$ cat config.mk
export PLATFORM = sky130hd
export DESIGN_NAME = tsp_edge_lower_bound
export DESIGN_NICKNAME = d
export VERILOG_FILES = /design/src/rtl/tsp_elb_pkg.sv /design/src/rtl/tsp_elb_row.sv /design/src/rtl/tsp_elb_acc.sv /design/src/rtl/tsp_edge_lower_bound.sv
export SDC_FILE = /design/constraint.sdc
export NUM_CORES = 1
export LEC_CHECK = 0
export ABC_CLOCK_PERIOD_IN_PS = 8000
export CAP_MARGIN = 20
export CORE_MARGIN = 2
export CORE_UTILIZATION = 40
export DETAILED_ROUTE_END_ITERATION = 8
export DONT_BUFFER_PORTS = 1
export PLACE_DENSITY_LB_ADDON = 0.3
export SETUP_SLACK_MARGIN = 0.02
export SKIP_CTS_REPAIR_TIMING = 1
export SLEW_MARGIN = 20
export SYNTH_ARGS = -nofsm -noshare
export SYNTH_HDL_FRONTEND = slang
export SYNTH_SLANG_ARGS = --single-unit
$ cat constraint.sdc
create_clock -name clock -period 8 [get_ports clock]
set_input_delay 1.2 -clock clock [delete_from_list [all_inputs] [get_ports clock]]
set_output_delay 1.2 -clock clock [all_outputs]
set_load 0.05 [all_outputs]
$ cat src/rtl/tsp_elb_pkg.sv
// Shared types and constants for the TSP two-minimum-edge lower bound block.
// Used by tsp_elb_row, tsp_elb_acc and tsp_edge_lower_bound.
`timescale 1ns / 1ps
package tsp_elb_pkg;

   localparam int NodeW      = 4;
   localparam int CountW     = 5;
   localparam int WeightW    = 16;
   localparam int EdgeW      = WeightW + 1;
   localparam int DecisionW  = 2;
   localparam int SumW       = 22;
   localparam int BoundW     = 21;
   localparam int ReqDataW   = 32;
   localparam int RspDataW   = 24;
   localparam int DefMaxNodeCount = 16;
   localparam int FieldMaxNodes   = 16;
   localparam int MinNodes        = 3;

   localparam logic [CountW-1:0]    CountReset = 5'd11;
   localparam logic [EdgeW-1:0]     EdgeEmpty  = 17'h10000;
   localparam logic [BoundW-1:0]    BoundMax   = 21'h1FFFFF;

   localparam logic [DecisionW-1:0] DecInclude   = 2'd0;
   localparam logic [DecisionW-1:0] DecUndecided = 2'd2;

   typedef struct packed {
      logic [EdgeW-1:0] term_a;
      logic [EdgeW-1:0] term_b;
      logic             forced_over;
      logic             matrix_end;
   } row_sum_type;

endpackage

$ cat src/rtl/tsp_elb_row.sv
// Per-row edge tracking: first two forced edges and two cheapest open edges.
// Emits a registered row summary on each row end. Depends on tsp_elb_pkg.
`timescale 1ns / 1ps
module tsp_elb_row
   import tsp_elb_pkg::*;
#(
   parameter int MAX_NODE_COUNT = DefMaxNodeCount
) (
   input  logic                 clock,
   input  logic                 reset,
   input  logic                 item_take,
   input  logic                 sum_take,
   input  logic [CountW-1:0]    node_count,
   input  logic [NodeW-1:0]     row_node,
   input  logic [NodeW-1:0]     column_node,
   input  logic [WeightW-1:0]   edge_weight,
   input  logic [DecisionW-1:0] edge_decision,
   output row_sum_type          row_sum,
   output logic                 row_sum_valid
);

   localparam int CapNodes = (MAX_NODE_COUNT < FieldMaxNodes) ? MAX_NODE_COUNT
                                                               : FieldMaxNodes;
   localparam logic [CountW-1:0] CapCount = CountW'(CapNodes);
   localparam logic [CountW-1:0] MinCount = CountW'(MinNodes);

   logic [EdgeW-1:0] first_forced_ff, first_forced_in;
   logic [EdgeW-1:0] second_forced_ff, second_forced_in;
   logic [EdgeW-1:0] cheapest_open_ff, cheapest_open_in;
   logic [EdgeW-1:0] second_open_ff, second_open_in;
   logic             forced_over_ff, forced_over_in;
   row_sum_type      row_sum_ff, row_sum_in;
   logic             row_sum_valid_ff, row_sum_valid_in;

   logic [CountW-1:0] eff_nodes;
   logic [NodeW-1:0]  last_node;
   logic              in_range;
   logic              row_end;
   logic [EdgeW-1:0]  weight_ext;
   logic [EdgeW-1:0]  ff1, ff2, op1, op2;
   logic              over;

   always_comb begin
      if (node_count < MinCount) begin
         eff_nodes = MinCount;
      end else if (node_count > CapCount) begin
         eff_nodes = CapCount;
      end else begin
         eff_nodes = node_count;
      end
   end

   assign last_node  = NodeW'(eff_nodes - CountW'(1));
   assign in_range   = ({1'b0, row_node} < eff_nodes) && ({1'b0, column_node} < eff_nodes);
   assign row_end    = in_range && (column_node == last_node);
   assign weight_ext = {1'b0, edge_weight};

   always_comb begin
      ff1  = first_forced_ff;
      ff2  = second_forced_ff;
      op1  = cheapest_open_ff;
      op2  = second_open_ff;
      over = forced_over_ff;
      if (in_range && (row_node != column_node)) begin
         if (edge_decision == DecInclude) begin
            if (first_forced_ff == EdgeEmpty) begin
               ff1 = weight_ext;
            end else if (second_forced_ff == EdgeEmpty) begin
               ff2 = weight_ext;
            end else begin
               over = 1'b1;
            end
         end else if (edge_decision == DecUndecided) begin
            if (weight_ext < cheapest_open_ff) begin
               op2 = cheapest_open_ff;
               op1 = weight_ext;
            end else if (weight_ext < second_open_ff) begin
               op2 = weight_ext;
            end
         end
      end
   end

   always_comb begin
      first_forced_in  = first_forced_ff;
      second_forced_in = second_forced_ff;
      cheapest_open_in = cheapest_open_ff;
      second_open_in   = second_open_ff;
      forced_over_in   = forced_over_ff;
      row_sum_in       = row_sum_ff;
      row_sum_valid_in = row_sum_valid_ff;
      if (sum_take) begin
         row_sum_valid_in = 1'b0;
      end
      if (item_take) begin
         if (row_end) begin
            first_forced_in  = EdgeEmpty;
            second_forced_in = EdgeEmpty;
            cheapest_open_in = EdgeEmpty;
            second_open_in   = EdgeEmpty;
            forced_over_in   = 1'b0;
            row_sum_valid_in = 1'b1;
            row_sum_in.forced_over = over;
            row_sum_in.matrix_end  = (row_node == last_node);
            if ((ff1 != EdgeEmpty) && (ff2 != EdgeEmpty)) begin
               row_sum_in.term_a = ff1;
               row_sum_in.term_b = ff2;
            end else if (ff1 != EdgeEmpty) begin
               row_sum_in.term_a = ff1;
               row_sum_in.term_b = op1;
            end else begin
               row_sum_in.term_a = op1;
               row_sum_in.term_b = op2;
            end
         end else begin
            first_forced_in  = ff1;
            second_forced_in = ff2;
            cheapest_open_in = op1;
            second_open_in   = op2;
            forced_over_in   = over;
         end
      end
   end

   always_ff @(posedge clock) begin
      if (reset) begin
         first_forced_ff  <= EdgeEmpty;
         second_forced_ff <= EdgeEmpty;
         cheapest_open_ff <= EdgeEmpty;
         second_open_ff   <= EdgeEmpty;
         forced_over_ff   <= 1'b0;
         row_sum_valid_ff <= 1'b0;
      end else begin
         first_forced_ff  <= first_forced_in;
         second_forced_ff <= second_forced_in;
         cheapest_open_ff <= cheapest_open_in;
         second_open_ff   <= second_open_in;
         forced_over_ff   <= forced_over_in;
         row_sum_valid_ff <= row_sum_valid_in;
      end
   end

   always_ff @(posedge clock) begin
      row_sum_ff <= row_sum_in;
   end

   assign row_sum       = row_sum_ff;
   assign row_sum_valid = row_sum_valid_ff;

endmodule

$ cat src/rtl/tsp_elb_acc.sv
// Running sum of row terms, anomaly flags and the result output register.
// Depends on tsp_elb_pkg.
`timescale 1ns / 1ps
module tsp_elb_acc
   import tsp_elb_pkg::*;
(
   input  logic                clock,
   input  logic                reset,
   input  row_sum_type         row_sum,
   input  logic                row_sum_valid,
   output logic                stall,
   output logic                rsp_tvalid,
   input  logic                rsp_tready,
   output logic [RspDataW-1:0] rsp_tdata
);

   logic [SumW-1:0]     running_sum_ff, running_sum_in;
   logic                missing_ff, missing_in;
   logic                over_ff, over_in;
   logic                rsp_tvalid_ff, rsp_tvalid_in;
   logic [RspDataW-1:0] rsp_tdata_ff, rsp_tdata_in;

   logic            take;
   logic            a_empty, b_empty;
   logic [SumW-1:0] sum_next;
   logic [BoundW-1:0] bound;
   logic            missing_next, over_next;

   assign stall = row_sum_valid && row_sum.matrix_end && rsp_tvalid_ff && !rsp_tready;
   assign take  = row_sum_valid && !stall;

   assign a_empty  = row_sum.term_a[WeightW];
   assign b_empty  = row_sum.term_b[WeightW];
   assign sum_next = running_sum_ff
                   + (a_empty ? SumW'(0) : SumW'(row_sum.term_a[WeightW-1:0]))
                   + (b_empty ? SumW'(0) : SumW'(row_sum.term_b[WeightW-1:0]));
   assign missing_next = missing_ff || a_empty || b_empty;
   assign over_next    = over_ff || row_sum.forced_over;
   assign bound = (sum_next > SumW'(BoundMax)) ? BoundMax : sum_next[BoundW-1:0];

   always_comb begin
      running_sum_in = running_sum_ff;
      missing_in     = missing_ff;
      over_in        = over_ff;
      rsp_tvalid_in  = rsp_tvalid_ff;
      rsp_tdata_in   = rsp_tdata_ff;
      if (rsp_tvalid_ff && rsp_tready) begin
         rsp_tvalid_in = 1'b0;
      end
      if (take) begin
         if (row_sum.matrix_end) begin
            running_sum_in = '0;
            missing_in     = 1'b0;
            over_in        = 1'b0;
            rsp_tvalid_in  = 1'b1;
            rsp_tdata_in   = {1'b0, over_next, missing_next, bound};
         end else begin
            running_sum_in = sum_next;
            missing_in     = missing_next;
            over_in        = over_next;
         end
      end
   end

   always_ff @(posedge clock) begin
      if (reset) begin
         running_sum_ff <= '0;
         missing_ff     <= 1'b0;
         over_ff        <= 1'b0;
         rsp_tvalid_ff  <= 1'b0;
      end else begin
         running_sum_ff <= running_sum_in;
         missing_ff     <= missing_in;
         over_ff        <= over_in;
         rsp_tvalid_ff  <= rsp_tvalid_in;
      end
   end

   always_ff @(posedge clock) begin
      rsp_tdata_ff <= rsp_tdata_in;
   end

   assign rsp_tvalid = rsp_tvalid_ff;
   assign rsp_tdata  = rsp_tdata_ff;

endmodule

$ cat src/rtl/tsp_edge_lower_bound.sv
// The result of a matrix-end beat is registered in the row summary register,
// then in the output register.
// Throughput: one matrix entry per cycle; the input stalls only while a new
// result waits behind an untaken one in the output register.
// Reset (synchronous, active high): node count 11, row edges empty, sum and
// flags clear, no result pending.
`timescale 1ns / 1ps
module tsp_edge_lower_bound
   import tsp_elb_pkg::*;
#(
   parameter int MAX_NODE_COUNT = DefMaxNodeCount
) (
   input  logic                clock,
   input  logic                reset,
   input  logic                req_tvalid,
   output logic                req_tready,
   // row_node[3:0], column_node[7:4], edge_weight[23:8], edge_decision[25:24]
   input  logic [ReqDataW-1:0] req_tdata,
   output logic                rsp_tvalid,
   input  logic                rsp_tready,
   // bound_half_units[20:0], missing_edge[21], too_many_forced[22]
   output logic [RspDataW-1:0] rsp_tdata,
   input  logic                csr_valid,
   output logic                csr_ready,
   input  logic [CountW-1:0]   csr_data
);

   logic [CountW-1:0] node_count_ff, node_count_in;
   row_sum_type       row_sum;
   logic              row_sum_valid;
   logic              stall;
   logic              item_take;

   assign csr_ready     = 1'b1;
   assign node_count_in = csr_valid ? csr_data : node_count_ff;

   always_ff @(posedge clock) begin
      if (reset) begin
         node_count_ff <= CountReset;
      end else begin
         node_count_ff <= node_count_in;
      end
   end

   assign req_tready = !stall;
   assign item_take  = req_tvalid && req_tready;

   tsp_elb_row #(
      .MAX_NODE_COUNT(MAX_NODE_COUNT)
   ) u_row (
      .clock         (clock),
      .reset         (reset),
      .item_take     (item_take),
      .sum_take      (!stall),
      .node_count    (node_count_ff),
      .row_node      (req_tdata[3:0]),
      .column_node   (req_tdata[7:4]),
      .edge_weight   (req_tdata[23:8]),
      .edge_decision (req_tdata[25:24]),
      .row_sum       (row_sum),
      .row_sum_valid (row_sum_valid)
   );

   tsp_elb_acc u_acc (
      .clock         (clock),
      .reset         (reset),
      .row_sum       (row_sum),
      .row_sum_valid (row_sum_valid),
      .stall         (stall),
      .rsp_tvalid    (rsp_tvalid),
      .rsp_tready    (rsp_tready),
      .rsp_tdata     (rsp_tdata)
   );

endmodule

==> results.sh <==
export IMPL_grt_start_max_net_pins=74
export IMPL_drt_iter0_markers=427
export IMPL_endpoint_kind="flip-flop"
export IMPL_clock_skew_ns=0.008958
export IMPL_fin_util=0.4412
export IMPL_drcViolationCount=0
export IMPL_grt_pass1_wl_um=37820
export IMPL_peakVddDrop_v=0.0001568
export IMPL_hold_depth=2
export IMPL_cp_start_kind="flip-flop"
export IMPL_synth_seq_area_share=0.3927
export IMPL_fin_crit_ns=4.048
export IMPL_grt_antenna_before_repair=0
export IMPL_fin_crit_sh=0.5060
export IMPL_path_cells="nor2_1 > o21ai_0 > ha_1 > nand2b_1 > a21oi_1 > o41ai_1 > nand2_1 > o21ba_2 > nor2_1 > a311o_1"
export IMPL_place_gp_congestion=0.8747
export IMPL_finalPower_mw=2.004
export IMPL_postSynthCellCount=1014
export IMPL_synth_main_ff_cell="dfxtp_1"
export IMPL_setup_viol=0
export IMPL_via_per_inst=5.485
export IMPL_p_comb_frac=0.163
export IMPL_intPower_mw=1.432
export IMPL_drtPass1Iterations=5
export IMPL_synthTopCellsByArea="dfxtp_1, edfxtp_1, ha_1"
export IMPL_avgSynthCellArea_um2=9.477
export IMPL_critPathMaxStageDelay_ns=0.86
export IMPL_ios=69
export IMPL_synthDistinctLibCells=77
export IMPL_drive_gt1_frac=0.07654
export IMPL_hold_viol_final=0
export IMPL_ys_async_sr_fraction=0
export IMPL_clk_latency_ns=0.44
export IMPL_required_ns=8.18
export IMPL_ant_nets=0
export IMPL_slew_violations=0
export IMPL_grt_pass1_vias=6981
export IMPL_hold_class="flip-flop to flip-flop"
export IMPL_die_w_um=159.0
export IMPL_crit_cells=10
export IMPL_num_rows=56
export IMPL_synth_seq_cells=159
export IMPL_syn_nets=1128
export IMPL_num_antenna_cells=0
export IMPL_worstSetupPathType="flip-flop to flip-flop"
export IMPL_p_clk_frac=0.401
export IMPL_cp_arrival_ns=4.23
export IMPL_slew_headroom=0.2643
export IMPL_overflow=0
export IMPL_cts_sinks=159
export IMPL_vias=7268
export IMPL_track_usage=0.1871
export IMPL_fmax_ghz=0.2470
export IMPL_cts_tree="done"
export IMPL_max_slew_worst_pin_slew_ns=1.098
export IMPL_core_area_um2=23540
export IMPL_power_frac_seq=0.436
export IMPL_p_sw_frac=0.2857
export IMPL_clockRootBuffer="clkbuf_16"
export IMPL_wl_um=23130
export IMPL_h_tree_depth=4
export IMPL_dp_hpwl_um=16910
export IMPL_area_delta_synth_final_pct=8.099
export IMPL_dieArea_um2=25280
export IMPL_finalWorstSetupSlack_ns=3.952
export IMPL_worst_path_buf_inv=0
export IMPL_clkTransAtPathRegs_ns=0.06
export IMPL_outcome="completed"
export IMPL_leakagePower_nw=3.895
export IMPL_ys_warn_count=0
export IMPL_die_y_um=159.0
export IMPL_crit_fanout=30
export IMPL_yosysTopAreaCell="dfxtp_1"
export IMPL_pre_cts_slack_ns=3.616
export IMPL_start_util=0.4082
export IMPL_numCtsBuffers=17
export IMPL_syn_cell_area_um2=9609
export IMPL_post_drt_wl_per_cell_um=17.46
export IMPL_nets=1108
export IMPL_synth_edf_count=59
export IMPL_worst_path_most_repeated_cell="nor2_1"
export IMPL_cts_path_max_buffers=2
export IMPL_slowest_stage="o21ba_2"
export IMPL_drv_cap=0
export IMPL_io_buffers=0
export IMPL_p_per_area_nw_per_um2=193.0
export IMPL_rsz0062_at_grt="no"
export IMPL_setup_tns_ns=0
export IMPL_r2r_cells=10
export IMPL_crit_family="compound AO/OA/AOI/OAI gates"
export IMPL_reg2reg_setup_slack_ns=3.95
export IMPL_yosysTopAreaCellShare=0.2083
export IMPL_p_switching_uw=572.7
## sequential cells by signal, indices dropped and copies added (netlist names)
register and cells:
u_row.row_sum 36, u_acc.rsp_tdata 23, u_acc.running_sum_ff 22, u_row.cheapest_open_ff 17
u_row.first_forced_ff 17, u_row.second_forced_ff 17, u_row.second_open_ff 17, node_count_ff 5
u_acc.missing_ff 1, u_acc.over_ff 1, u_acc.rsp_tvalid 1, u_row.forced_over_ff 1
u_row.row_sum_valid 1
## synth_stat cells, drive strengths merged (8+ instances only)
cell type    n
a211oi       9
a21oi       78
a22oi       23
a31oi        8
a32oi       10
buf         24
clkbuf      23
dfxtp      100
edfxtp      59
fa          17
ha          55
inv        102
mux2        19
mux2i       33
nand2       81
nand2b      43
nand3       17
nor2        74
nor3        15
nor4        11
o211ai      14
o21ai       45
o21bai      16
o32ai       17
or3          8
xnor2       21
## worst paths after layout
check / start / end
max: node_count_ff[3] / u_row.row_sum[19]
min: u_acc.running_sum_ff[12] / u_acc.running_sum_ff[12]
max reg2reg: node_count_ff[3] / u_row.row_sum[19]
min reg2reg: u_acc.running_sum_ff[12] / u_acc.running_sum_ff[12]
## placed cells by master, fill, tap and decap left out, types with 7 or more instances in the layout
| cell type | n |
|---|---|
| mux2_1 | 7 |
| o21ai_0 | 42 |
| nand2_1 | 81 |
| nor3_1 | 13 |
| a32oi_1 | 10 |
| o32ai_2 | 10 |
| nor4_1 | 11 |
| a211oi_1 | 9 |
| fa_1 | 17 |
| nand3_1 | 17 |
| edfxtp_1 | 59 |
| o32ai_1 | 7 |
| a21o_1 | 7 |
| or3_1 | 7 |
| dfxtp_1 | 100 |
| a31oi_1 | 8 |
| o211ai_1 | 13 |
| ha_1 | 55 |
| a21oi_1 | 76 |
| buf_4 | 8 |
| xnor2_1 | 21 |
| o21bai_1 | 16 |
| nor2_1 | 73 |
| a22oi_1 | 23 |
| inv_1 | 102 |
| nor2b_1 | 7 |
| clkbuf_16 | 17 |
| mux2_2 | 12 |
| nand2b_1 | 43 |
| mux2i_1 | 33 |
## power groups by stage
stage | Sequential (mW) | Clock, mW | Combinational (mW)
finish | 0.875 | 0.803 | 0.327
global route | 0.876 | 0.852 | 0.361
CTS | 0.874 | 0.815 | 0.323
detailed placement | 0.892 | 0 | 0.322
global placement | 0.892 | 0 | 0.319
floorplan | 0.887 | 0 | 0.255
## metal layers
layer	global-route usage	vias up	part of all wire
met2	0.2999	207	0.46
met4	0.03926	0	0.010
li1	-	3577	-
met5	0	-	0
met3	0.04038	24	0.058
met1	0.2614	3460	0.47
## per-stage QoR
stage,hold WS [ns],instance area [um2],cells
5_1_grt,0.5100,10390,1325
6_report,0.4883,10390,1325
3_5_place_dp,0.4719,9816,1294
3_3_place_gp,0.4572,9816,1294
2_1_floorplan,0.4407,9609,1014
4_1_cts,0.4853,10390,1325
## area by class of cell
| type | instances | area (um2) |
|---|---|---|
| sequential | 159 | 3774 |
| tap | 319 | 399.1 |
| clock buffer | 19 | 432.9 |
| fill | 2307 | 13160 |
| inverter | 103 | 386.6 |
| clock inverter | 12 | 138.9 |
| timing repair buffer | 8 | 60.06 |
| multi-input combinational | 705 | 5196 |
## cells by family (layout without fill, tap and decap cells)
| logic type | Yosys count | in the layout | share of synthesized area |
|---|---|---|---|
| compound gates | 261 | 261 | 0.1956 |
| xor+xnor | 28 | 28 | 0.02695 |
| fa+ha+maj | 73 | 73 | 0.1081 |
| buf+inv | 150 | 142 | 0.06745 |
| flops | 159 | 159 | 0.3927 |
| mux | 52 | 52 | 0.05664 |
| other cells | 2 | 2 | 0.0007815 |
| simple gates | 289 | 289 | 0.1518 |
## worst reg2reg max path: stages, from the launching register on
cell and delay (ns):
dfxtp_1 0.38, nor2_1 0.07, o21ai_0 0.39, ha_1 0.32, nand2b_1 0.08, a21oi_1 0.08
o41ai_1 0.83, nand2_1 0.31, o21ba_2 0.86, nor2_1 0.12, a311o_1 0.36
(Power assumes the default switching activity.)
